File: src/hdl/assert_macros.svh
// Assertion helpers shared by the RTL files.
`ifndef ASSERT_MACROS_SVH
`define ASSERT_MACROS_SVH

// cond must hold at every clock edge out of reset
`define ASSERT_ALWAYS(label, clk, rst, cond, msg) \
  label: assert property (@(posedge clk) disable iff (rst) (cond)) else $error(msg);

// cons must hold at the edge where ante holds
`define ASSERT_IMPLIES(label, clk, rst, ante, cons, msg) \
  label: assert property (@(posedge clk) disable iff (rst) (ante) |-> (cons)) else $error(msg);

// cons must hold at the edge after the one where ante holds
`define ASSERT_NEXT(label, clk, rst, ante, cons, msg) \
  label: assert property (@(posedge clk) disable iff (rst) (ante) |=> (cons)) else $error(msg);

`endif

File: src/hdl/bru_pkg.sv
package bru_pkg;

  localparam int SRC_WIDTH_DEF   = 320;
  localparam int SRC_HEIGHT_DEF  = 240;
  localparam int MAX_OUT_DIM_DEF = 4096;

  localparam int POS_W      = 12;
  localparam int CFG_W      = 13;
  localparam int CFG_ADDR_W = 4;
  localparam int CH_W       = 8;
  localparam int RGB_W      = 24;
  localparam int FRAC_W     = 8;
  localparam int QDEPTH     = 32;

  localparam logic [CFG_ADDR_W-1:0] REG_OUT_WIDTH  = 4'd0;
  localparam logic [CFG_ADDR_W-1:0] REG_OUT_HEIGHT = 4'd1;

  localparam logic [CFG_W-1:0] OUT_WIDTH_RST  = 13'd640;
  localparam logic [CFG_W-1:0] OUT_HEIGHT_RST = 13'd480;

  localparam logic CMD_LOAD    = 1'b0;
  localparam logic CMD_REQUEST = 1'b1;

  typedef enum logic [1:0] {
    KIND_SKIP = 2'd0,
    KIND_LOAD = 2'd1,
    KIND_REQ  = 2'd2
  } kind_t;

  // x/y: source index (fx/fy valid on requests), rgb valid on loads
  typedef struct packed {
    kind_t             kind;
    logic [POS_W-1:0]  x;
    logic [FRAC_W-1:0] fx;
    logic [POS_W-1:0]  y;
    logic [FRAC_W-1:0] fy;
    logic [RGB_W-1:0]  rgb;
  } item_t;

  typedef struct packed {
    logic empty;
    logic full;
  } q_status_t;

endpackage

File: src/hdl/bru_fifo.sv
`include "assert_macros.svh"

module bru_fifo #(
  parameter int DEPTH = bru_pkg::QDEPTH
) (
  input  logic               clk,
  input  logic               rst,
  input  logic               push,
  input  bru_pkg::item_t     push_item,
  input  logic               pop,
  output bru_pkg::item_t     head,
  output bru_pkg::q_status_t status
);

  localparam int AW = $clog2(DEPTH);
  localparam int CW = $clog2(DEPTH + 1);

  bru_pkg::item_t q_mem [DEPTH];
  logic [AW-1:0]  wr_ptr, rd_ptr;
  logic [CW-1:0]  cnt, cnt_next;

  always_comb begin
    cnt_next = cnt;
    if (push && !pop) cnt_next = cnt + CW'(1);
    else if (pop && !push) cnt_next = cnt - CW'(1);
  end

  always_ff @(posedge clk) begin
    if (rst) begin
      wr_ptr <= '0;
      rd_ptr <= '0;
      cnt    <= '0;
    end else begin
      cnt <= cnt_next;
      if (push) wr_ptr <= (wr_ptr == AW'(DEPTH - 1)) ? '0 : wr_ptr + AW'(1);
      if (pop) rd_ptr <= (rd_ptr == AW'(DEPTH - 1)) ? '0 : rd_ptr + AW'(1);
    end
  end

  always_ff @(posedge clk) begin
    if (push) q_mem[wr_ptr] <= push_item;
  end

  assign head         = q_mem[rd_ptr];
  assign status.empty = (cnt == '0);
  assign status.full  = (cnt == CW'(DEPTH));

  `ASSERT_IMPLIES(a_no_overflow, clk, rst, push && !pop, !status.full, "queue push while full")
  `ASSERT_IMPLIES(a_no_underflow, clk, rst, pop, !status.empty, "queue pop while empty")

endmodule

File: config.mk
export PLATFORM = sky130hd
export DESIGN_NAME = bru_fifo
export DESIGN_NICKNAME = d
export VERILOG_FILES = /design/src/hdl/bru_pkg.sv /design/src/hdl/bru_fifo.sv
export VERILOG_INCLUDE_DIRS = /design/src /design/src/hdl
export SDC_FILE = /design/constraint.sdc
export NUM_CORES = 2
export LEC_CHECK = 0
export ABC_AREA = 1
export BUFFER_PORTS_ARGS = -buffer_cell sky130_fd_sc_hd__buf_2
export CORE_AREA = 2 2 716 433
export DETAILED_ROUTE_END_ITERATION = 8
export DIE_AREA = 0 0 718 435
export GPL_ROUTABILITY_DRIVEN = 0
export PLACE_DENSITY = 0.42
export SLEW_MARGIN = 20
export SYNTH_ARGS = -nofsm -noshare
export SYNTH_HDL_FRONTEND = slang
export SYNTH_SLANG_ARGS = --single-unit
File: constraint.sdc
create_clock -name clk -period 9.75 [get_ports clk]
set_input_delay 0.975 -clock clk [delete_from_list [all_inputs] [get_ports clk]]
set_output_delay 0.975 -clock clk [all_outputs]
set_load 0.02 [all_outputs]
==> results.md <==
Status:
- The run finished with clean final reports.

CTS:
- The total of cells resized after clock tree synthesis is 0.
- The clock net in this run drives a total of 2,133 sinks.
- The number of setup buffers added after CTS is 0.
- The clock-pin slew of the registers on the worst-case setup and hold paths is 0.06 ns.
- The TritonCTS clock tree is built.
- The worst-case clock buffer depth is 4.
- The number of buffers created by CTS is 208.
- The root buffer selected by CTS is sky130_fd_sc_hd__clkbuf_16.
- The number of buffers inserted by hold repair at cts is 0.
- The clock network latency to the later pin of the worst-skew pair is around 0.9 ns.
- The H-tree was split into 4 levels.

STA:
- The slew at the pin closest to its max-slew limit is 1.284 ns.
- Across all hold checks on the routed design, the worst slack comes to approximately 0.46 ns.
- The clock arrives with just over 0.08 ns of skew.
- The count of pins over their slew limit is 0.
- The final worst-path setup slack is ~3.8 ns.
- For the final routed database, the setup TNS stands at 0 ns.
- The final-report setup violation count is 0.
- The worst relative slew slack is between 10% and 20%.
- The shortest period the worst path allows is 5.951 ns.
- The post-route clock period utilization is 61.03%.
- Setup repair after global routing left no endpoint under its margin.
- The final number of hold-violating endpoints came to 0.
- The maximum clock frequency is 168.0 MHz.

Drt:
- Dividing the detail-routed via count by the number of cells gives 4.885.
- After detailed routing, the wire length on met1 is 140,800 um.
- The number of detailed-route iterations in the first pass is 5.
- For this block, the routed nets add up to 291,900 um of wire.
- Wire segments on met2 add up to 126,200 um in the final route.
- The count of nets left with antenna violations once routing finished came out at 0.
- The met3 wirelength from detailed routing is 18,180 um.
- For this block, the via count after detailed routing is 54.92k.
- The number of design-rule violations left by the first detailed-router iteration is around 6.5k.
- After detailed routing, the number of remaining DRC violations is 0.
- The highest routed metal layer is met5.
- In the final routed layout, each cell accounts on average for 25.97 um.

Critical path:
- The slowest stage of the critical path is the sky130_fd_sc_hd__dfxtp_4 cell.
- In this design, the stage delay of the slowest critical-path cell is 0.79 ns.
- The critical path goes through buf_4 > buf_4 > buf_4 > nand2_1 > nand3_1 > nand3_1 > nand2_1 > nand2_1 > nand2_1 > nand2_1 > nand2_1 > buf_2.
- The type of element capturing the critical path is a primary output.
- Counting stages on the worst path, the most repeated cell is sky130_fd_sc_hd__nand2_1.
- In this run the worst path has a maximum fanout of between 70 and 80.
- The critical path is of the reg2out type.
- The cell family contributing the most delay on the critical path is buffers and inverters.
- The combined buffer and inverter count along the critical path is 4.
- The critical path data arrival time is approximately 5 ns.
- At the worst endpoint, the required time is 8.78 ns.
- In this run the critical register-to-register path is launched from wr_ptr[0]$_SDFFE_PP0P_.
- The worst setup path is launched from a register.

Layout:
- Of the cells placed in the final design, the portion with a size suffix greater than 1 is 7.881%.
- Measured on the finished design, the core utilization comes to around a third.
- At the end of the flow, the number of nets in the layout was 7,081.
- With fillers left out, the area of the finished cells amounts to 96,240 um^2.
- The library cells used most frequently in the layout, excluding fill and tap cells, are 2,365 x sky130_fd_sc_hd__nand2_1, 2,112 x sky130_fd_sc_hd__edfxtp_1, 1,910 x sky130_fd_sc_hd__nand3_1, 209 x sky130_fd_sc_hd__clkbuf_16, 137 x sky130_fd_sc_hd__buf_2.
- The signed area change from the synthesized netlist to the final layout is 12.76%.
- The library cell used most frequently in the layout, excluding fill and tap cells, is sky130_fd_sc_hd__nand2_1.

Yosys:
- The most used flip-flop cell after synthesis is sky130_fd_sc_hd__edfxtp_1.
- The post-synthesis instance area is 85,350 um^2.
- The Yosys step of the flow raised 0 warnings.
- The flip-flop and latch count after synthesis is 2,133.
- Summing the sequential cell areas from Yosys gives between 70% and 80% of the chip area.
- The net count after synthesis is 7,070.
- The async set or reset register ratio after synthesis is 0%.
- In this run the biggest area consumer among cell types represents 74.30% of the synthesized area.
- Yosys mapped a number of flops with a built-in enable equal to about 2.1k.
- The mean cell area of the mapped netlist is roughly 12 um^2.
- Ranked by total cell area, the synthesized netlist is headed by sky130_fd_sc_hd__edfxtp_1 74%, sky130_fd_sc_hd__nand3_1 11%, sky130_fd_sc_hd__nand2_1 10%.
- The distinct cell type count of the synthesized netlist is 26.
- Counting every instance in the synthesized netlist gives between 6k and 7k.
- The largest area contributor in the synthesized netlist is sky130_fd_sc_hd__edfxtp_1.

Placement:
- The worst-case setup slack after placement is 4.457 ns.
- The number of buffers added on ports is 137.
- Once placement finished, the instance area stood at 90,070 um^2.
- Once detailed placement completed, the half-perimeter wirelength came to 134,300 um.

Die:
- Measured along the x axis, the die boundary spans 718 um.
- For this configuration, the core starts out at a cell density of 27.84%.
- The cell row count is 158.
- The die covers 312,300 um^2.
- After floorplanning, the core was sized to cover approximately 300,000 um^2.
- The die is 435 um tall.
- around 140 I/O pins were placed.

GRT:
- The maximum number of pins on one net before global-route repair is 190.
- The via count of the first global-routing pass is approximately 52k.
- The total overflow reported by the global router is 0.
- The wire length of the first global-routing pass is 409,900 um.
- The number of antenna violations at the first check in global routing is 41.
- Global routing consumed, over all layers together, 18.13% of the routing resources.

Hold path:
- The class of the worst hold path is in2reg.
- In this run the most critical hold path is launched from rst.

Job:
- The tool flagged a number of max-cap violations equal to 0.

Power and ir drop:
- For this design the ratio of total power to cell area is 201.6 nW/um^2.
- The worst-case vdd ir drop is between 0.1 and 0.15 mV.
- Summed over all cells, the static leakage comes to 33.04 nW.
==> sequential cells by signal (all words and copies together), names as in the netlist, named ones only <==
name	flops
rd_ptr	5
q_mem	2112
wr_ptr	5
cnt	6
==> through the flow <==
stage	instances	total power, mW
2_1_floorplan	6987	11.30
3_3_place_gp	10870	11.91
3_5_place_dp	10870	11.92
4_1_cts	11240	19.62
5_1_grt	11240	20.11
6_report	11240	19.41
==> tightest hold or removal path, cell delays in order <==
cell and delay (ns):
sky130_fd_sc_hd__buf_2 0.13, sky130_fd_sc_hd__a21oi_1 0.05, sky130_fd_sc_hd__nand2_1 0.06, sky130_fd_sc_hd__inv_1 0.03
==> cell families after synthesis <==
kind of cell / share of synthesized area, %
and+or+nand+nor: 21.87
DFF: 74.80
buffers and inverters: 2.963
AOI/OAI and AO/OA: 0.1290
adders and majority gates: 0.1994
xor gates and xnor gates: 0.04105
==> final cells by class <==
cell class	instances	area, um^2
clock buffer	255	5403
clock inverter	113	759.5
sequential	2133	63860
antenna	5	12.51
timing repair buffer	255	1734
fill	30550	210400
multi-input combinational	4370	19220
inverter	30	147.6
tap	4080	5105
==> worst paths after layout <==
path / to / cells past startpoint / slack (ns)
worst min register to register: register / 2 / 0.54
worst min-delay path: cnt[5]$_SDFFE_PP0P_ / 4 / 0.46
worst max register to register: q_mem[14][54]$_DFFE_PP_ / 6 / 5.80
worst max-delay path: head[64] / 12 / 3.80
==> power breakdown <==
part | internal [mW] | total (mW) | switching [mW]
Sequential | 10.1 | 10.2 | 0.0340
Combinational | 0.367 | 1.51 | 1.15
Clock | 4.15 | 7.71 | 3.56
==> Yosys cell counts, drive strengths merged (2+ instances only) <==
cell / number
nand2: 2365
edfxtp: 2112
nand3: 1910
buf: 364
clkbuf: 90
nor2: 48
inv: 29
dfxtp: 21
ha: 12
nor3: 9
a21oi: 8
o21ai: 8
xnor2: 2
xor2: 2
==> layer usage <==
metal / track usage [%] / vias up
li1: - / 24870
met1: 27.57 / 27890
met2: 26.96 / 1741
met3: 2.959 / 398
met4: 4.125 / 20
met5: 0 / -
No activity file was read; power rests on OpenSTA's default activity.
