[src/hdl/assert_macros.svh]
// Assertion helpers shared by the RTL files.
`ifndef ASSERT_MACROS_SVH
`define ASSERT_MACROS_SVH

// cond must hold at every clock edge out of reset
`define ASSERT_ALWAYS(label, clk, rst, cond, msg) \
  label: assert property (@(posedge clk) disable iff (rst) (cond)) else $error(msg);

// cons must hold at the edge where ante holds
`define ASSERT_IMPLIES(label, clk, rst, ante, cons, msg) \
  label: assert property (@(posedge clk) disable iff (rst) (ante) |-> (cons)) else $error(msg);

// cons must hold at the edge after the one where ante holds
`define ASSERT_NEXT(label, clk, rst, ante, cons, msg) \
  label: assert property (@(posedge clk) disable iff (rst) (ante) |=> (cons)) else $error(msg);

`endif

[src/hdl/bru_pkg.sv]
package bru_pkg;

  localparam int SRC_WIDTH_DEF   = 320;
  localparam int SRC_HEIGHT_DEF  = 240;
  localparam int MAX_OUT_DIM_DEF = 4096;

  localparam int POS_W      = 12;
  localparam int CFG_W      = 13;
  localparam int CFG_ADDR_W = 4;
  localparam int CH_W       = 8;
  localparam int RGB_W      = 24;
  localparam int FRAC_W     = 8;
  localparam int QDEPTH     = 32;

  localparam logic [CFG_ADDR_W-1:0] REG_OUT_WIDTH  = 4'd0;
  localparam logic [CFG_ADDR_W-1:0] REG_OUT_HEIGHT = 4'd1;

  localparam logic [CFG_W-1:0] OUT_WIDTH_RST  = 13'd640;
  localparam logic [CFG_W-1:0] OUT_HEIGHT_RST = 13'd480;

  localparam logic CMD_LOAD    = 1'b0;
  localparam logic CMD_REQUEST = 1'b1;

  typedef enum logic [1:0] {
    KIND_SKIP = 2'd0,
    KIND_LOAD = 2'd1,
    KIND_REQ  = 2'd2
  } kind_t;

  // x/y: source index (fx/fy valid on requests), rgb valid on loads
  typedef struct packed {
    kind_t             kind;
    logic [POS_W-1:0]  x;
    logic [FRAC_W-1:0] fx;
    logic [POS_W-1:0]  y;
    logic [FRAC_W-1:0] fy;
    logic [RGB_W-1:0]  rgb;
  } item_t;

  typedef struct packed {
    logic empty;
    logic full;
  } q_status_t;

endpackage

[src/hdl/bru_front.sv]
module bru_front #(
  parameter int SRC_WIDTH   = bru_pkg::SRC_WIDTH_DEF,
  parameter int SRC_HEIGHT  = bru_pkg::SRC_HEIGHT_DEF,
  parameter int MAX_OUT_DIM = bru_pkg::MAX_OUT_DIM_DEF
) (
  input  logic                           clk,
  input  logic                           rst,
  input  logic                           in_take,
  input  logic                           in_cmd,
  input  logic [bru_pkg::POS_W-1:0]      in_x,
  input  logic [bru_pkg::POS_W-1:0]      in_y,
  input  logic [bru_pkg::RGB_W-1:0]      in_rgb,
  input  logic [bru_pkg::CFG_W-1:0]      out_width,
  input  logic [bru_pkg::CFG_W-1:0]      out_height,
  output logic                           push,
  output bru_pkg::item_t                 push_item
);

  localparam int PW  = bru_pkg::POS_W;
  localparam int DW  = bru_pkg::CFG_W;
  localparam int FW  = bru_pkg::FRAC_W;
  localparam int XW  = $clog2(SRC_WIDTH);
  localparam int YW  = $clog2(SRC_HEIGHT);
  localparam int IW  = (XW > YW) ? XW : YW;
  localparam int QW  = IW + FW;
  localparam int NW  = PW + QW;
  localparam int MW  = NW - FW;
  localparam int CAP = (MAX_OUT_DIM < (1 << DW) - 1) ? MAX_OUT_DIM : (1 << DW) - 1;

  localparam logic [DW-1:0] DIM_CAP = DW'(CAP);
  localparam logic [DW-1:0] ONE     = DW'(1);
  localparam logic [MW-1:0] SRC_XM1 = MW'(SRC_WIDTH - 1);
  localparam logic [MW-1:0] SRC_YM1 = MW'(SRC_HEIGHT - 1);
  localparam logic [PW:0]   SRC_W_C = (PW + 1)'(SRC_WIDTH);
  localparam logic [PW:0]   SRC_H_C = (PW + 1)'(SRC_HEIGHT);
  localparam logic [IW-1:0] X_MAX   = IW'(SRC_WIDTH - 1);
  localparam logic [IW-1:0] Y_MAX   = IW'(SRC_HEIGHT - 1);

  function automatic logic [DW+QW-1:0] div_step(input logic [DW-1:0] rem,
                                               input logic [QW-1:0] wq,
                                               input logic [DW-1:0] dv);
    logic [DW:0] r2;
    logic        ge;
    logic [DW:0] d;
    r2 = {rem, wq[QW-1]};
    ge = r2 >= {1'b0, dv};
    d  = ge ? r2 - {1'b0, dv} : r2;
    return {d[DW-1:0], wq[QW-2:0], ge};
  endfunction

  logic [DW-1:0] dim_x, dim_y, div_x, div_y, lim_x, lim_y;
  logic [PW-1:0] pc_x, pc_y;
  logic [NW-1:0] num_x, num_y;
  bru_pkg::kind_t in_kind;

  always_comb begin
    dim_x = out_width;
    if (out_width == '0) dim_x = ONE;
    else if (out_width > DIM_CAP) dim_x = DIM_CAP;
    dim_y = out_height;
    if (out_height == '0) dim_y = ONE;
    else if (out_height > DIM_CAP) dim_y = DIM_CAP;
    lim_x = dim_x - ONE;
    lim_y = dim_y - ONE;
    div_x = (dim_x > ONE) ? lim_x : ONE;
    div_y = (dim_y > ONE) ? lim_y : ONE;
    // clamp requests past the output edge to the last column / row
    pc_x = ({1'b0, in_x} >= dim_x) ? lim_x[PW-1:0] : in_x;
    pc_y = ({1'b0, in_y} >= dim_y) ? lim_y[PW-1:0] : in_y;
    num_x = {MW'(pc_x) * SRC_XM1, {FW{1'b0}}};
    num_y = {MW'(pc_y) * SRC_YM1, {FW{1'b0}}};
    if (in_cmd == bru_pkg::CMD_REQUEST) in_kind = bru_pkg::KIND_REQ;
    else if ({1'b0, in_x} < SRC_W_C && {1'b0, in_y} < SRC_H_C) in_kind = bru_pkg::KIND_LOAD;
    else in_kind = bru_pkg::KIND_SKIP;
  end

  logic           st_v    [QW+1];
  bru_pkg::kind_t st_kind [QW+1];
  logic [DW-1:0]  st_rx   [QW+1];
  logic [DW-1:0]  st_ry   [QW+1];
  logic [QW-1:0]  st_wx   [QW+1];
  logic [QW-1:0]  st_wy   [QW+1];
  logic [PW-1:0]  st_lx   [QW+1];
  logic [PW-1:0]  st_ly   [QW+1];
  logic [bru_pkg::RGB_W-1:0] st_rgb [QW+1];

  logic [DW+QW-1:0] step_x [QW];
  logic [DW+QW-1:0] step_y [QW];

  always_comb begin
    for (int k = 0; k < QW; k++) begin
      step_x[k] = div_step(st_rx[k], st_wx[k], div_x);
      step_y[k] = div_step(st_ry[k], st_wy[k], div_y);
    end
  end

  always_ff @(posedge clk) begin
    if (rst) begin
      for (int k = 0; k <= QW; k++) st_v[k] <= 1'b0;
    end else begin
      st_v[0] <= in_take;
      for (int k = 0; k < QW; k++) st_v[k+1] <= st_v[k];
    end
    // remainder starts below the divisor since the quotient fits in QW bits
    st_kind[0] <= in_kind;
    st_rx[0]   <= {1'b0, num_x[NW-1:QW]};
    st_ry[0]   <= {1'b0, num_y[NW-1:QW]};
    st_wx[0]   <= num_x[QW-1:0];
    st_wy[0]   <= num_y[QW-1:0];
    st_lx[0]   <= in_x;
    st_ly[0]   <= in_y;
    st_rgb[0]  <= in_rgb;
    for (int k = 0; k < QW; k++) begin
      st_kind[k+1] <= st_kind[k];
      st_rx[k+1]   <= step_x[k][DW+QW-1:QW];
      st_ry[k+1]   <= step_y[k][DW+QW-1:QW];
      st_wx[k+1]   <= step_x[k][QW-1:0];
      st_wy[k+1]   <= step_y[k][QW-1:0];
      st_lx[k+1]   <= st_lx[k];
      st_ly[k+1]   <= st_ly[k];
      st_rgb[k+1]  <= st_rgb[k];
    end
  end

  logic [IW-1:0] xi, yi;

  always_comb begin
    xi = st_wx[QW][QW-1:FW];
    yi = st_wy[QW][QW-1:FW];
    if (xi > X_MAX) xi = X_MAX;
    if (yi > Y_MAX) yi = Y_MAX;
    push_item.kind = st_kind[QW];
    push_item.rgb  = st_rgb[QW];
    if (st_kind[QW] == bru_pkg::KIND_REQ) begin
      push_item.x  = PW'(xi);
      push_item.y  = PW'(yi);
      push_item.fx = st_wx[QW][FW-1:0];
      push_item.fy = st_wy[QW][FW-1:0];
    end else begin
      push_item.x  = st_lx[QW];
      push_item.y  = st_ly[QW];
      push_item.fx = '0;
      push_item.fy = '0;
    end
  end

  assign push = st_v[QW];

endmodule

[config.mk]
export PLATFORM = sky130hd
export DESIGN_NAME = bru_front
export DESIGN_NICKNAME = d
export VERILOG_FILES = /design/src/hdl/assert_macros.svh /design/src/hdl/bru_pkg.sv /design/src/hdl/bru_front.sv
export SDC_FILE = /design/constraint.sdc
export NUM_CORES = 2
export LEC_CHECK = 0
export BUFFER_PORTS_ARGS = -buffer_cell sky130_fd_sc_hd__buf_2
export CORE_UTILIZATION = 45
export DETAILED_ROUTE_END_ITERATION = 8
export SLEW_MARGIN = 30
export SYNTH_ARGS = -nofsm -noshare
export SYNTH_HDL_FRONTEND = slang
export SYNTH_SLANG_ARGS = --single-unit
[constraint.sdc]
create_clock -name clk -period 11.6 [get_ports clk]
set_clock_uncertainty 0.15 [all_clocks]
set_input_delay 2.32 -clock clk [delete_from_list [all_inputs] [get_ports clk]]
set_output_delay 2.32 -clock clk [all_outputs]
set_load 0.005 [all_outputs]
==> results.tsv <==
metric	value	unit
rr_startpoint	st_ry[11][5]	
layout-drive-gt1-share	14.6	%
cp-end-kind	flop	
synthFlopType	dfxtp_1	
synth_top_area_share	54.2	%
grt_max_degree	48	
vdd_drop_max	0.204	mV
final_common_cell	dfxtp_1	
startpoint	out_height[2]	
antenna_found_initial	5	
clk_latency	0.78	ns
rr_worst_depth	9	
first_global_vias	39400	
cts_hold_buffers	0	
synth.largest_area_cell	dfxtp_1	
syn_avg_cell_area	11.5	um^2
vias_per_cell	4.97	
crit_path_frequent_cell	inv_1	
reg2reg_slack	7.93	ns
p_sw	8.73	mW
setup.worst_path.start_class	primary input	
ys_warn_count	0	
fin_crit_sh	82.2	%
rsz0062_at_grt	no	
hold_class	flop to flop	
synth-seq-area-share	54.2	%
hold_path_depth	0	
clk_pin_slew_worst_paths	0.06	ns
nets	6688	
ctsResizeCount	0	
cts_root_buf	clkbuf_16	
drv_cap	0	
outcome	finished, final reports clean	
grt_overflow	0	
cp_max_fo	14	
die_y	381	um
tightest_slew	0.966	ns
p_int	16.4	mW
ys_types	76	
cts_tree	yes	
wire_per_inst	16.1	um
clock_power_share	23.1	%
initial_core_util	45.6	%
die-area	145000	um^2
min_to	st_lx[4][3]	
dp_cells	7646	
setup_tns	0	ns
grt_pass1_wl	207	mm
hold_viol	0	
switching_share	34.7	%
cts.sinks	1753	
rows	138	
p_seq_share	34.1	%
cpPeakStageDelay	0.67	ns
powerDensity	338	nW/um^2
power_frac_comb	42.8	%
synth_area	64800	um^2
hpwl	88.0	mm
netlist_top_cells_area	dfxtp_1 54%, ha_1 11%, mux2_2 5.0%, fa_1 3.6%, xnor2_1 3.4%	
first_pass_iters	5	
track_usage	17.7	%
layout_min_cycle_time	9.53	ns
postRouteAntennaNets	0	
drc	0	
cts_buffers	176	
rr_endpoint	st_ry[12][2]	
num_vias	39600	
syn_to_final_growth	14.9	%
ys_ff_latch	1753	
cp.required	12.19	ns
critPathKind	primary input to flop	
instances_no_fill	7964	
power.total	25.1	mW
routed_wl	128	mm
design.core.area	142000	um^2
gp_routability_congestion	0.845	
critPathSlowestCell	or4_1	
postCtsSetupBuffers	0	
layout_common_cells	1753 x dfxtp_1, 558 x ha_1, 335 x inv_1, 291 x a21oi_1, 287 x mux2_2	
dieWidth	381	um
drt-initial-drc-count	1968	
synth-edff-count	0	
cts_buffer_depth	3	
antenna_cells	0	
timing.fmax	0.105	GHz
htree_num_levels	4	
synthesis.nets	6387	
setup_violations	0	
slew_headroom	35.4	%
cp.arrival	10.12	ns
min_from	st_lx[3][3]	
drv_slew	0	
io_pins	145	
netlist_instances	5633	
synth-async-reset-ratio	0	%
p_leak	32.9	nW
portBuffers	144	
-- power groups by stage --
stage / sequential, mW / clock [mW] / combinational (mW)
after detailed placement: 8.69 / 0 / 10.7
after global placement: 8.68 / 0 / 10.5
final: 8.57 / 5.82 / 10.8
after floorplan: 8.36 / 0 / 8.54
after CTS: 8.59 / 6.02 / 10.8
after global routing: 8.74 / 6.28 / 12.1
-- layer usage --
metal  vias up  track usage [%]  share of wire [%]
li1      20100                -                  -
met1     18600             23.6                 48
met2       638             28.7                 45
met3       213             3.35                4.2
met4         2             5.84                2.6
met5         -                0             0.0055
-- cells in the mapped netlist (32+ instances only) --
cell type and count:
xnor2_1 252, nor2b_1 93, nor2_1 255, a21oi_1 293
a211oi_1 56, nand2b_1 53, ha_1 558, nand3_1 46
fa_1 118, nand4_1 80, nand2_1 257, o21ai_0 219
xor2_1 112, dfxtp_1 1753, mux2i_1 53, inv_1 336
or2_2 56, mux2_2 287, a21o_1 146, clkbuf_1 57
o21a_1 38, o21bai_1 32, nor3_1 127
-- metrics by stage --
step	setup WS, ns	util [%]	hold WS (ns)	cell area [um^2]
after floorplan	1.85	-	0.160	64800
after global placement	1.31	47.9	0.159	68100
after detailed placement	1.25	48.0	0.162	68200
after CTS	2.10	52.4	0.121	74400
after global routing	1.43	52.4	0.132	74400
final	2.07	52.4	0.136	74400
-- layout make-up --
type	count	area, um^2
repair buffers	187	1040
clock buffers	238	5030
multi-input cells	3478	28400
flip-flops and latches	1753	35100
inverters	338	1270
well taps	1890	2360
clock inverters	80	1180
fillers	12400	67700
-- critical path: cells and delay by family --
kind	cells	cell delay (ns)
and+or+nand+nor	3	0.83
adders and majority gates	6	2.30
xor gates and xnor gates	1	0.13
AOI/OAI and AO/OA	11	3.08
buffers and inverters	8	1.03
muxes	1	0.43
-- flip-flops by register name, indices dropped and copies added, names as in the netlist --
register and count:
st_lx 216, st_ry 219, st_rx 220, st_kind 36, st_ly 216, st_wx 198
st_v 18, st_wy 198, st_rgb 432
-- kinds of logic (layout without fill, tap and decap cells) --
family / Yosys count / after routing / share of synthesized area [%]
buf+inv: 402 / 843 / 2.34
compound gates: 1002 / 1002 / 9.92
fa+ha+maj: 676 / 676 / 14.4
simple gates: 1096 / 1096 / 8.39
flops: 1753 / 1753 / 54.2
xor+xnor: 364 / 364 / 4.92
mux: 340 / 340 / 5.81
-- worst max path at each step --
stage,endpoint,slack (ns)
2_1_floorplan,st_ry[0][7],1.85
3_3_place_gp,st_ry[0][9],1.31
3_5_place_dp,st_ry[0][9],1.25
4_1_cts,st_ry[0][9],2.10
5_1_grt,st_ry[0][9],1.43
6_report,st_ry[0][9],2.07
(Power assumes the default switching activity.)
